===== src/sv/dlt_pkg.sv =====
package dlt_pkg;

  localparam int unsigned CfgWidth      = 20;
  localparam int unsigned ReportBytesW  = 48;
  localparam logic [CfgWidth-1:0] IntervalReset = 20'd1000;

  typedef enum logic [1:0] {
    STATUS_IGNORED  = 2'd0,
    STATUS_COUNTED  = 2'd1,
    STATUS_INTERVAL = 2'd2,
    STATUS_FINAL    = 2'd3
  } status_e;

  typedef struct packed {
    logic [31:0] seq_id;
    logic [15:0] byte_count;
    logic [31:0] now_ms;
  } item_t;

  typedef struct packed {
    status_e                  status;
    logic [7:0]               session_number;
    logic [ReportBytesW-1:0]  report_bytes;
    logic [31:0]              report_datagrams;
    logic [31:0]              report_dropped;
    logic [31:0]              report_out_of_order;
    logic [31:0]              elapsed_ms;
  } result_t;

endpackage


===== src/sv/datagram_sequence_loss_tracker.sv =====
// Datagram sequence loss tracker: takes one datagram header per cycle
// unless stalled (sequence id, byte length, millisecond time) and returns
// one result per datagram in order, giving status, session number and
// interval or final session reports of bytes, datagrams, gap-inferred drops
// and, in final reports, out-of-order count. Ids 0 or 1 open a session when
// idle, a negative id closes it. A datagram is held in the input register,
// and its result is registered in the result buffer before it is shown;
// sustained rate is one datagram per cycle while the output does not stall.
// A two-entry result buffer lets inputs keep flowing while one result waits;
// inputs stall only once both entries are held. The user must write the
// report interval register through the configuration port only while no
// datagram is in flight, not enforced by the block. It resets to 1000 ms.
module datagram_sequence_loss_tracker #(
  parameter int unsigned BYTE_COUNT_WIDTH = 48
) (
  input  logic                         clk_i,
  input  logic                         rst_ni,
  input  logic                         cfg_valid_i,
  output logic                         cfg_ready_o,
  input  logic [dlt_pkg::CfgWidth-1:0] cfg_data_i,
  input  logic                         in_valid_i,
  output logic                         in_stall_o,
  input  logic [31:0]                  seq_id_i,
  input  logic [15:0]                  byte_count_i,
  input  logic [31:0]                  now_ms_i,
  output logic                         out_valid_o,
  input  logic                         out_stall_i,
  output logic [1:0]                   status_o,
  output logic [7:0]                   session_number_o,
  output logic [dlt_pkg::ReportBytesW-1:0] report_bytes_o,
  output logic [31:0]                  report_datagrams_o,
  output logic [31:0]                  report_dropped_o,
  output logic [31:0]                  report_out_of_order_o,
  output logic [31:0]                  elapsed_ms_o
);
  import dlt_pkg::*;

  logic [CfgWidth-1:0] interval_q;
  logic                in_valid_q;
  item_t               item_q;
  logic                in_accept;
  logic                push;
  logic                buf_full;
  result_t             result;
  result_t             out_data;

  assign cfg_ready_o = 1'b1;

  always_ff @(posedge clk_i or negedge rst_ni) begin
    if (!rst_ni) begin
      interval_q <= IntervalReset;
    end else if (cfg_valid_i && cfg_ready_o) begin
      interval_q <= cfg_data_i;
    end
  end

  // input register
  assign in_stall_o = in_valid_q && buf_full;
  assign in_accept  = in_valid_i && !in_stall_o;
  assign push       = in_valid_q && !buf_full;

  always_ff @(posedge clk_i or negedge rst_ni) begin
    if (!rst_ni) begin
      in_valid_q <= 1'b0;
    end else begin
      in_valid_q <= in_accept || (in_valid_q && !push);
    end
  end

  always_ff @(posedge clk_i) begin
    if (in_accept) begin
      item_q.seq_id     <= seq_id_i;
      item_q.byte_count <= byte_count_i;
      item_q.now_ms     <= now_ms_i;
    end
  end

  dlt_core #(
    .BYTE_COUNT_WIDTH(BYTE_COUNT_WIDTH)
  ) u_core (
    .clk_i     (clk_i),
    .rst_ni    (rst_ni),
    .step_i    (push),
    .item_i    (item_q),
    .interval_i(interval_q),
    .result_o  (result)
  );

  dlt_out_buf u_out_buf (
    .clk_i      (clk_i),
    .rst_ni     (rst_ni),
    .push_i     (push),
    .data_i     (result),
    .full_o     (buf_full),
    .out_valid_o(out_valid_o),
    .out_stall_i(out_stall_i),
    .out_data_o (out_data)
  );

  assign status_o              = out_data.status;
  assign session_number_o      = out_data.session_number;
  assign report_bytes_o        = out_data.report_bytes;
  assign report_datagrams_o    = out_data.report_datagrams;
  assign report_dropped_o      = out_data.report_dropped;
  assign report_out_of_order_o = out_data.report_out_of_order;
  assign elapsed_ms_o          = out_data.elapsed_ms;

endmodule


===== src/sv/dlt_core.sv =====
module dlt_core #(
  parameter int unsigned BYTE_COUNT_WIDTH = 48
) (
  input  logic                            clk_i,
  input  logic                            rst_ni,
  input  logic                            step_i,
  input  dlt_pkg::item_t                  item_i,
  input  logic [dlt_pkg::CfgWidth-1:0]    interval_i,
  output dlt_pkg::result_t                result_o
);
  import dlt_pkg::*;

  localparam int unsigned BW = BYTE_COUNT_WIDTH;

  logic          active_q, active_d;
  logic [7:0]    session_q, session_d;
  logic [31:0]   start_time_q, start_time_d;
  logic [31:0]   last_seen_q, last_seen_d;
  logic [31:0]   expected_q, expected_d;
  logic [BW-1:0] tot_bytes_q, tot_bytes_d;
  logic [31:0]   tot_dgrams_q, tot_dgrams_d;
  logic [31:0]   tot_dropped_q, tot_dropped_d;
  logic [31:0]   tot_reord_q, tot_reord_d;
  logic          int_run_q, int_run_d;
  logic [31:0]   int_start_q, int_start_d;
  logic [BW-1:0] int_bytes_q, int_bytes_d;
  logic [31:0]   int_dgrams_q, int_dgrams_d;
  logic [31:0]   int_dropped_q, int_dropped_d;

  logic          open_sess;
  logic          seq_neg;
  logic [31:0]   gap;
  logic [31:0]   diff;
  logic [BW-1:0] len_ext;

  assign seq_neg   = item_i.seq_id[31];
  assign open_sess = !active_q && (item_i.seq_id == 32'd0 || item_i.seq_id == 32'd1);
  assign len_ext   = BW'(item_i.byte_count);

  always_comb begin
    active_d      = active_q;
    session_d     = session_q;
    start_time_d  = start_time_q;
    last_seen_d   = last_seen_q;
    expected_d    = expected_q;
    tot_bytes_d   = tot_bytes_q;
    tot_dgrams_d  = tot_dgrams_q;
    tot_dropped_d = tot_dropped_q;
    tot_reord_d   = tot_reord_q;
    int_run_d     = int_run_q;
    int_start_d   = int_start_q;
    int_bytes_d   = int_bytes_q;
    int_dgrams_d  = int_dgrams_q;
    int_dropped_d = int_dropped_q;
    gap           = '0;
    diff          = '0;

    result_o                = '0;
    result_o.status         = STATUS_IGNORED;
    result_o.session_number = session_q;

    // session open clears the counters and expected id before the item is counted
    if (open_sess) begin
      active_d      = 1'b1;
      session_d     = session_q + 8'd1;
      start_time_d  = item_i.now_ms;
      expected_d    = '0;
      tot_bytes_d   = '0;
      tot_dgrams_d  = '0;
      tot_dropped_d = '0;
      tot_reord_d   = '0;
      int_run_d     = 1'b0;
      int_start_d   = '0;
      int_bytes_d   = '0;
      int_dgrams_d  = '0;
      int_dropped_d = '0;
    end

    if (active_q && seq_neg) begin
      active_d                     = 1'b0;
      result_o.status              = STATUS_FINAL;
      result_o.report_bytes        = ReportBytesW'(tot_bytes_q);
      result_o.report_datagrams    = tot_dgrams_q;
      result_o.report_dropped      = tot_dropped_q;
      result_o.report_out_of_order = tot_reord_q;
      result_o.elapsed_ms          = (last_seen_q > start_time_q) ?
                                     last_seen_q - start_time_q : 32'd0;
    end else if (active_q || open_sess) begin
      result_o.session_number = session_d;
      result_o.status         = STATUS_COUNTED;
      if ($signed(expected_d) < $signed(item_i.seq_id)) begin
        gap           = item_i.seq_id - expected_d;
        tot_dropped_d = tot_dropped_d + gap;
        expected_d    = item_i.seq_id + 32'd1;
      end else if ($signed(expected_d) > $signed(item_i.seq_id)) begin
        tot_reord_d = tot_reord_d + 32'd1;
      end else begin
        expected_d = expected_d + 32'd1;
      end
      tot_dgrams_d = tot_dgrams_d + 32'd1;
      tot_bytes_d  = tot_bytes_d + len_ext;

      if (interval_i != '0) begin
        last_seen_d   = item_i.now_ms;
        int_dgrams_d  = int_dgrams_d + 32'd1;
        int_dropped_d = int_dropped_d + gap;
        int_bytes_d   = int_bytes_d + len_ext;
        if (int_run_d) begin
          diff = item_i.now_ms - int_start_d;
          if (diff >= 32'(interval_i)) begin
            result_o.status           = STATUS_INTERVAL;
            result_o.report_bytes     = ReportBytesW'(int_bytes_d);
            result_o.report_datagrams = int_dgrams_d;
            result_o.report_dropped   = int_dropped_d;
            result_o.elapsed_ms       = diff;
            int_run_d     = 1'b0;
            int_start_d   = '0;
            int_bytes_d   = '0;
            int_dgrams_d  = '0;
            int_dropped_d = '0;
          end
        end else begin
          int_run_d   = 1'b1;
          int_start_d = item_i.now_ms;
        end
      end
    end
  end

  always_ff @(posedge clk_i or negedge rst_ni) begin
    if (!rst_ni) begin
      active_q      <= 1'b0;
      session_q     <= '0;
      start_time_q  <= '0;
      last_seen_q   <= '0;
      expected_q    <= '0;
      tot_bytes_q   <= '0;
      tot_dgrams_q  <= '0;
      tot_dropped_q <= '0;
      tot_reord_q   <= '0;
      int_run_q     <= 1'b0;
      int_start_q   <= '0;
      int_bytes_q   <= '0;
      int_dgrams_q  <= '0;
      int_dropped_q <= '0;
    end else if (step_i) begin
      active_q      <= active_d;
      session_q     <= session_d;
      start_time_q  <= start_time_d;
      last_seen_q   <= last_seen_d;
      expected_q    <= expected_d;
      tot_bytes_q   <= tot_bytes_d;
      tot_dgrams_q  <= tot_dgrams_d;
      tot_dropped_q <= tot_dropped_d;
      tot_reord_q   <= tot_reord_d;
      int_run_q     <= int_run_d;
      int_start_q   <= int_start_d;
      int_bytes_q   <= int_bytes_d;
      int_dgrams_q  <= int_dgrams_d;
      int_dropped_q <= int_dropped_d;
    end
  end

  a_open_bumps_session: assert property (@(posedge clk_i) disable iff (!rst_ni)
    step_i && open_sess |=> active_q && session_q == $past(session_q) + 8'd1)
    else $error("session open did not advance the session number");

  a_final_closes: assert property (@(posedge clk_i) disable iff (!rst_ni)
    step_i && result_o.status == STATUS_FINAL |=> !active_q)
    else $error("final report left the session open");

  a_ignored_holds: assert property (@(posedge clk_i) disable iff (!rst_ni)
    step_i && result_o.status == STATUS_IGNORED |=>
      !active_q && $stable(session_q) && $stable(tot_dgrams_q))
    else $error("ignored datagram changed session state");

  a_count_advances: assert property (@(posedge clk_i) disable iff (!rst_ni)
    step_i && active_q && result_o.status == STATUS_COUNTED |=>
      tot_dgrams_q == $past(tot_dgrams_q) + 32'd1)
    else $error("counted datagram not added to total");

  a_interval_needs_period: assert property (@(posedge clk_i) disable iff (!rst_ni)
    step_i && result_o.status == STATUS_INTERVAL |-> interval_i != '0 && int_run_q)
    else $error("interval report without a running interval");

endmodule


===== src/sv/dlt_out_buf.sv =====
module dlt_out_buf (
  input  logic             clk_i,
  input  logic             rst_ni,
  input  logic             push_i,
  input  dlt_pkg::result_t data_i,
  output logic             full_o,
  output logic             out_valid_o,
  input  logic             out_stall_i,
  output dlt_pkg::result_t out_data_o
);
  import dlt_pkg::*;

  logic    out_valid_q, out_valid_d;
  logic    skid_valid_q, skid_valid_d;
  result_t out_data_q;
  result_t skid_data_q;
  logic    pop;
  logic    out_load;
  logic    skid_load;

  assign pop       = out_valid_q && !out_stall_i;
  assign out_load  = !out_valid_q || pop;
  assign skid_load = push_i && out_valid_q && !pop;

  assign out_valid_d  = skid_valid_q || push_i || (out_valid_q && !pop);
  assign skid_valid_d = skid_load || (skid_valid_q && !pop);

  always_ff @(posedge clk_i or negedge rst_ni) begin
    if (!rst_ni) begin
      out_valid_q  <= 1'b0;
      skid_valid_q <= 1'b0;
    end else begin
      out_valid_q  <= out_valid_d;
      skid_valid_q <= skid_valid_d;
    end
  end

  always_ff @(posedge clk_i) begin
    if (out_load) begin
      out_data_q <= skid_valid_q ? skid_data_q : data_i;
    end
    if (skid_load) begin
      skid_data_q <= data_i;
    end
  end

  assign full_o      = skid_valid_q;
  assign out_valid_o = out_valid_q;
  assign out_data_o  = out_data_q;

  a_no_push_when_full: assert property (@(posedge clk_i) disable iff (!rst_ni)
    skid_valid_q |-> !push_i)
    else $error("transfer pushed into a full buffer");

  a_skid_implies_out: assert property (@(posedge clk_i) disable iff (!rst_ni)
    skid_valid_q |-> out_valid_q)
    else $error("skid entry held with empty output register");

  a_skid_drains: assert property (@(posedge clk_i) disable iff (!rst_ni)
    skid_valid_q && pop |=> out_valid_q)
    else $error("skid entry lost on pop");

endmodule

===== config.mk =====
export PLATFORM = sky130hd
export DESIGN_NAME = datagram_sequence_loss_tracker
export DESIGN_NICKNAME = d
export VERILOG_FILES = /design/src/sv/dlt_pkg.sv /design/src/sv/datagram_sequence_loss_tracker.sv /design/src/sv/dlt_core.sv /design/src/sv/dlt_out_buf.sv
export SDC_FILE = /design/constraint.sdc
export NUM_CORES = 2
export LEC_CHECK = 0
export ABC_AREA = 1
export BUFFER_PORTS_ARGS = -buffer_cell sky130_fd_sc_hd__buf_2
export CAP_MARGIN = 20
export CORE_UTILIZATION = 50
export CTS_CLUSTER_SIZE = 28
export DETAILED_ROUTE_END_ITERATION = 12
export PLACE_DENSITY = 0.67
export SYNTH_ARGS = -nofsm -noshare
export SYNTH_HDL_FRONTEND = slang
export SYNTH_SLANG_ARGS = --single-unit

===== constraint.sdc =====
create_clock -name clk_i -period 46 [get_ports clk_i]
set_input_delay 9.2 -clock clk_i [delete_from_list [all_inputs] [get_ports clk_i]]
set_output_delay 9.2 -clock clk_i [all_outputs]
set_load 0.05 [all_outputs]

* Yosys cells after proc, flatten, opt, wreduce, memory -nomap -nowiden
Index checks and enable logic that the tools add are counted.
** Word-level totals
- Flip-flop bits (word level) :: 869
- Output and inout bits :: 189
** Cells by class
- Add/subtract/negate cells :: 13
- Magnitude comparators :: 4
- Equality and inequality tests :: 1
- Mux-type cells :: 74
- Bitwise logic cells :: 1
- Reductions and logical operators :: 31
** Operator list (number)
- 2-to-1 mux 32 bit :: 45
- 2-to-1 mux 112 bit :: 4
- 2-to-1 mux 48 bit :: 9
- 2-to-1 mux 186 bit :: 1
- adder 32 x 1 -> 32 bit (second input constant) :: 5
- 2-to-1 mux 122 bit :: 1
- adder 48 x 16 -> 48 bit :: 2
- subtractor 32 bit :: 3
- adder 32 bit :: 2
- greater-than comparator 32 bit :: 2
- equality test 32 x 1 -> 1 bit (second input constant) :: 1
- >= comparator 32 x 20 -> 1 bit :: 1
- zero test 32 bit :: 1
- < comparator 32 bit :: 1
- nonzero test 20 bit :: 1
- 2-to-1 mux 8 bit :: 2
- logical AND 1 bit :: 11
- adder 8 x 1 -> 8 bit (second input constant) :: 1
- 2-to-1 mux 1 bit :: 8
- 2-to-1 mux 2 bit :: 4
- zero test 1 bit :: 7
- logical OR 1 bit :: 7
- AND reduction 2 bit :: 2
- AND reduction 4 bit :: 1
- other kinds (2) :: 2

* Depth between registers and ports, before layout
- Word-level depth :: 15
- Mapped depth :: 45

* Hierarchy
From an unflattened synthesis, not the netlist that was laid out.
** Second synthesis, totals
- Cell total of the unflattened synthesis :: 7162
- Area, all modules :: 55187.9 um2
** Modules (own cells, without submodules)
- dlt_core :: times used 1, cells each 6004, area each 38275.5 um2, seq. area each 9859.5 um2
- dlt_out_buf :: times used 1, cells each 983, area each 13671.9 um2, seq. area each 11220.8 um2
- datagram_sequence_loss_tracker :: times used 1, cells each 175, area each 3240.6 um2, seq. area each 2935.3 um2

* Worst setup path after synthesis
OpenSTA, ideal clock, no wires.
- Kind :: input -> register
- Start :: input out_stall_i
- End :: register u_out_buf.skid_data_q[0] (netlist name), enable pin
- Data arrival time :: 23.388 ns
- Setup slack :: 20.701 ns
- Cell stages on the path :: 2
- Cell sequence :: nand2_1 nor2_1
** On the way
- Longest elaborated chain between the ends :: 4
** RTL lines
- start, declared :: RTL line datagram_sequence_loss_tracker.sv:27 : input logic out_stall_i,
- zero test 1 bit :: RTL line dlt_out_buf.sv:21 : assign pop = out_valid_q && !out_stall_i;
- logical AND 1 bit :: RTL line dlt_out_buf.sv:21
- zero test 1 bit :: RTL line dlt_out_buf.sv:23 : assign skid_load = push_i && out_valid_q && !pop;
- logical AND 1 bit :: RTL line dlt_out_buf.sv:23
- named net u_out_buf.skid_load :: RTL line dlt_out_buf.sv:19 : logic skid_load;
- end signal, assigned :: RTL line dlt_out_buf.sv:43 : skid_data_q <= data_i;
- end, declared :: RTL line dlt_out_buf.sv:16 : result_t skid_data_q;
The timed path passes the listed nets, and every way through them passes these cells.
A chain may end at the register's enable or synchronous reset.

* Final worst setup path
- Start :: input out_stall_i
- End :: register u_out_buf.skid_data_q[174] (netlist name), enable pin
The elaborated chain is that of the path after synthesis.

==> run summary <==
LOGIC SYNTHESIS
----------------------------------------------------------------------------------------
Post-synthesis adder-cell area fraction                                            5.81%
Mapped cell area                                                             55800 sq um
Post-synth EDFFs                                                                     452
Gate count of the mapped netlist                                                    7338
Combinational family with the most area after synthesis                     simple AND/OR/NAND/NOR gates
Post-synthesis async set-or-reset flop share                                       48.0%
Multiplexer share of the synthesized area                                        0.0202%
Cells taking the most area after synthesis                                  sky130_fd_sc_hd__edfxtp_1, sky130_fd_sc_hd__dfrtp_1, sky130_fd_sc_hd__nand2_1
Number of distinct library cells after synthesis                                      66
Simple-gate share of the synthesized area                                          27.8%
Total nets after synthesis                                                          7698
Number of warnings issued by yosys                                                     0
Primary FF master, synth                                                    sky130_fd_sc_hd__edfxtp_1
Area fraction in compound gates after synthesis                                    10.5%
Post-synthesis sequential area ratio                                               43.0%
Library cell with the highest instance count after synthesis                sky130_fd_sc_hd__nand2_1
Post-Syn Area per Cell                                                        7.61 sq um
Xor/xnor cell area share of the yosys netlist                                      4.66%
Most frequent cells after synthesis                                         sky130_fd_sc_hd__nand2_1, sky130_fd_sc_hd__inv_1, sky130_fd_sc_hd__nor2_1, sky130_fd_sc_hd__edfxtp_1, sky130_fd_sc_hd__dfrtp_1
Fraction of synthesized cell area taken by the top area cell type                  24.3%
Post-synth top area cell                                                    sky130_fd_sc_hd__edfxtp_1
Flop and latch count out of synthesis                                                869

CLOCKING
----------------------------------------------------------------------------------------
Buffer depth of the longest clock path                                                 3
Clock-pin slew on the worst setup and hold paths                                 0.06 ns
Number of setup buffers added after CTS                                                0
Max H-tree Level                                                                       3
CTS-repair resized insts                                                               0
Number of buffers added to fix hold violations after cts                               0
Total CTS buffers                                                                     98
Clock root cell                                                             sky130_fd_sc_hd__clkbuf_16
Clock insertion delay at the later pin of the skew report                        0.73 ns
Clock sink total                                                                     869
TritonCTS clock tree                                                               built

TIMING
----------------------------------------------------------------------------------------
Timing-limited maximum frequency                                                87.7 MHz
Final Hold Slack                                                                0.477 ns
Max Clock Skew                                                                 0.0579 ns
Setup TNS after final layout                                                        0 ns
Shortest period the worst path allows                                           11.40 ns
RSZ-0062 raised after global routing                                               false
Fin. max-slew vios                                                                     0
Minimum setup slack in the final design                                         34.60 ns
Number of hold violations in the final report                                          0
Final worst-path cycle share                                                       24.8%
Number of endpoints failing setup at the final stage                                   0
Slew @ Worst Pin                                                                 1.07 ns
Slew HR                                                                            28.7%

FLOORPLANNING
----------------------------------------------------------------------------------------
Number of placement rows                                                             122
# IOs                                                                                294
Floorplan die height                                                              336 um
DIE AREA                                                                    113000 sq um
Die X                                                                             336 um
Initial cell density of the core                                                   50.4%
Core Region                                                                 111000 sq um

CELLS AND AREA
----------------------------------------------------------------------------------------
Area grow syn2layout                                                               10.4%
Final nets                                                                          7846
Share of layout cells above drive strength 1                                       8.28%
Final cell count without fillers                                                    9059

PLACE
----------------------------------------------------------------------------------------
Worst slack after detailed placement                                            33.70 ns
Routability-driven placement congestion ratio                                      0.960
Total half-perimeter wirelength after legalization and detailed placement      123000 um
Count of buffers from port buffering                                                 292
Cell count after placement                                                          8874

ROUTE
----------------------------------------------------------------------------------------
DRC errors left                                                                        0
Per-cell routed wire length                                                      19.2 um
DRT Pass-1 Iters                                                                       6
Via density                                                                         5.59
Detailed router's first-iteration violation count                                   5390
Via count                                                                          50682
Number of antenna-violating nets in the routed design                                  0
Sum of routed wire length over all layers                                      174000 um

POWER
----------------------------------------------------------------------------------------
Power density over the cells                                                44.3 nW/um^2
Total power consumption of the routed design                                   0.00273 W
Worst IR Drop VDD                                                              0.0353 mV
Leakage component of the power                                                   29.1 nW

GRT
----------------------------------------------------------------------------------------
Initial antenna violation count                                                        4
Via count of the first global-routing pass                                         47788
Maximum number of pins on one net before global-route repair                         176
Wire length of the first global-routing pass                                   271000 um
GRT Residual Overflow                                                                  0
Global routing usage summed across all routing layers                              30.5%

WORST SETUP PATH
----------------------------------------------------------------------------------------
Biggest cell delay along the critical path                                       0.82 ns
Arrival time of the worst setup path                                            11.74 ns
Depth of the most critical reg-to-reg path                                            31
Nature of the critical path endpoint                                            register
Critical path peak fanout                                                             65
Slowest cell on crit path                                                   sky130_fd_sc_hd__nor2_4
CP startpoint kind                                                            input port
Top cell by count, worst path                                               sky130_fd_sc_hd__buf_4
List of cells traversed by the critical path                                buf_2 > nand2_4 > nor2_4 > buf_4 > buf_4
Crit path required time                                                         46.34 ns
Critical setup path kind                                                    input port to register

WORST HOLD PATH
----------------------------------------------------------------------------------------
WHS Path Cells                                                                         2
Class of the most critical hold timing path                                 register to register

OUTCOME
----------------------------------------------------------------------------------------
Status                                                                      complete, no violations

RUN
----------------------------------------------------------------------------------------
Max capacitance violation total                                                        0

==> layout make-up <==
cell class | instances | area, sq um
tap | 1488 | 1860
timing repair buffer | 345 | 1910
multi-input combinational | 5315 | 27300
clock buffer | 116 | 2590
antenna | 1 | 2.50
fill | 10388 | 49000
sequential | 869 | 24000
clock inverter | 68 | 718
inverter | 857 | 3240
==> through the flow <==
| stage | utilization (%) | instance area [sq um] |
|---|---|---|
| finish | 55.7 | 61700 |
| global route | 55.7 | 61700 |
| CTS | 55.7 | 61700 |
| detailed placement | 52.7 | 58300 |
| global placement | 52.7 | 58300 |
| floorplan | - | 55800 |
==> cells by family after synthesis <==
group           after synthesis
compound gates             1028
xor+xnor                    297
fa+ha+maj                   255
buf+inv                    1154
flops                       869
mux                           1
other cells                   1
simple gates               3733
==> worst max-delay path: cells and delay by family <==
kind | cells | cell delay (ns)
buffers and inverters | 3 | 1.39
and+or+nand+nor | 2 | 1.05
==> cell usage in the layout, fill, tap and decap left out, types with 9 or more instances in the layout <==
| cell | instances |
|---|---|
| sky130_fd_sc_hd__edfxtp_1 | 452 |
| sky130_fd_sc_hd__a21oi_1 | 392 |
| sky130_fd_sc_hd__dfrtp_1 | 410 |
| sky130_fd_sc_hd__nand4_1 | 192 |
| sky130_fd_sc_hd__clkinvlp_4 | 9 |
| sky130_fd_sc_hd__inv_1 | 820 |
| sky130_fd_sc_hd__o21bai_1 | 32 |
| sky130_fd_sc_hd__ha_1 | 248 |
| sky130_fd_sc_hd__clkinv_2 | 17 |
| sky130_fd_sc_hd__inv_2 | 31 |
| sky130_fd_sc_hd__buf_4 | 50 |
| sky130_fd_sc_hd__clkbuf_1 | 13 |
| sky130_fd_sc_hd__clkbuf_16 | 100 |
| sky130_fd_sc_hd__a22oi_1 | 80 |
| sky130_fd_sc_hd__nand3b_1 | 12 |
| sky130_fd_sc_hd__bufinv_16 | 10 |
| sky130_fd_sc_hd__nand2_1 | 2179 |
| sky130_fd_sc_hd__o21bai_2 | 15 |
| sky130_fd_sc_hd__o21a_1 | 13 |
| sky130_fd_sc_hd__nor3_1 | 119 |
| sky130_fd_sc_hd__nor2_2 | 20 |
| sky130_fd_sc_hd__o21ai_1 | 45 |
| sky130_fd_sc_hd__nor2_1 | 719 |
| sky130_fd_sc_hd__o21ai_0 | 329 |
| sky130_fd_sc_hd__xor2_1 | 208 |
| sky130_fd_sc_hd__xnor2_1 | 89 |
| sky130_fd_sc_hd__clkinv_1 | 19 |
| sky130_fd_sc_hd__o211ai_1 | 30 |
| sky130_fd_sc_hd__a21o_1 | 25 |
| sky130_fd_sc_hd__nor4_1 | 24 |
| sky130_fd_sc_hd__buf_2 | 291 |
| sky130_fd_sc_hd__a31oi_1 | 26 |
| sky130_fd_sc_hd__nand3_1 | 410 |
| sky130_fd_sc_hd__or2_2 | 9 |
==> state kept, by name (all words and copies together), names as in the netlist, 8 cells and up <==
name / count
u_out_buf.skid_data_q: 186
interval_q: 20
u_core.session_q: 8
u_core.int_dropped_q: 32
u_core.expected_q: 32
u_core.tot_bytes_q: 48
u_core.tot_reord_q: 32
u_core.start_time_q: 32
u_core.tot_dropped_q: 32
u_core.last_seen_q: 32
u_core.int_start_q: 32
u_core.tot_dgrams_q: 32
u_out_buf.out_data_o: 186
u_core.int_dgrams_q: 32
u_core.int_bytes_q: 48
item_q: 80
==> per-layer routing <==
layer  share of wire [%]  track usage [%]  vias up  wire length (um)
li1                    -                -    24361                 -
met1                  44             42.2    23984             76100
met2                  46             49.2     2020             79400
met3                 7.2             3.93      315             12500
met4                 3.3             10.2        2              5790
met5              0.0092                0        -                16
==> where the power goes <==
part           internal [W]  switching, W  total, W
clock network      0.000463      0.000347  0.000810
logic              0.000244      0.000695  0.000939
registers          0.000938     0.0000478  0.000985
total               0.00164       0.00109   0.00273
==> final timing paths <==
path	slack, ns	to	startpoint
hold reg to reg	0.48	u_core.int_bytes_q[11]$_DFFE_PN0P_	u_core.int_bytes_q[11]$_DFFE_PN0P_
setup / recovery	34.60	u_out_buf.skid_data_q[174]$_DFFE_PP_	out_stall_i
min in group asynchronous	8.47	u_core.int_start_q[7]$_DFFE_PN0P_	rst_ni
setup reg to reg	37.22	u_out_buf.out_data_o[86]$_DFFE_PN_	item_q[79]$_DFFE_PP_
hold / removal	0.48	u_core.int_bytes_q[11]$_DFFE_PN0P_	u_core.int_bytes_q[11]$_DFFE_PN0P_
max in group asynchronous	34.64	u_core.tot_bytes_q[28]$_DFFE_PN0P_	rst_ni
No activity file was read; power rests on OpenSTA's default activity.
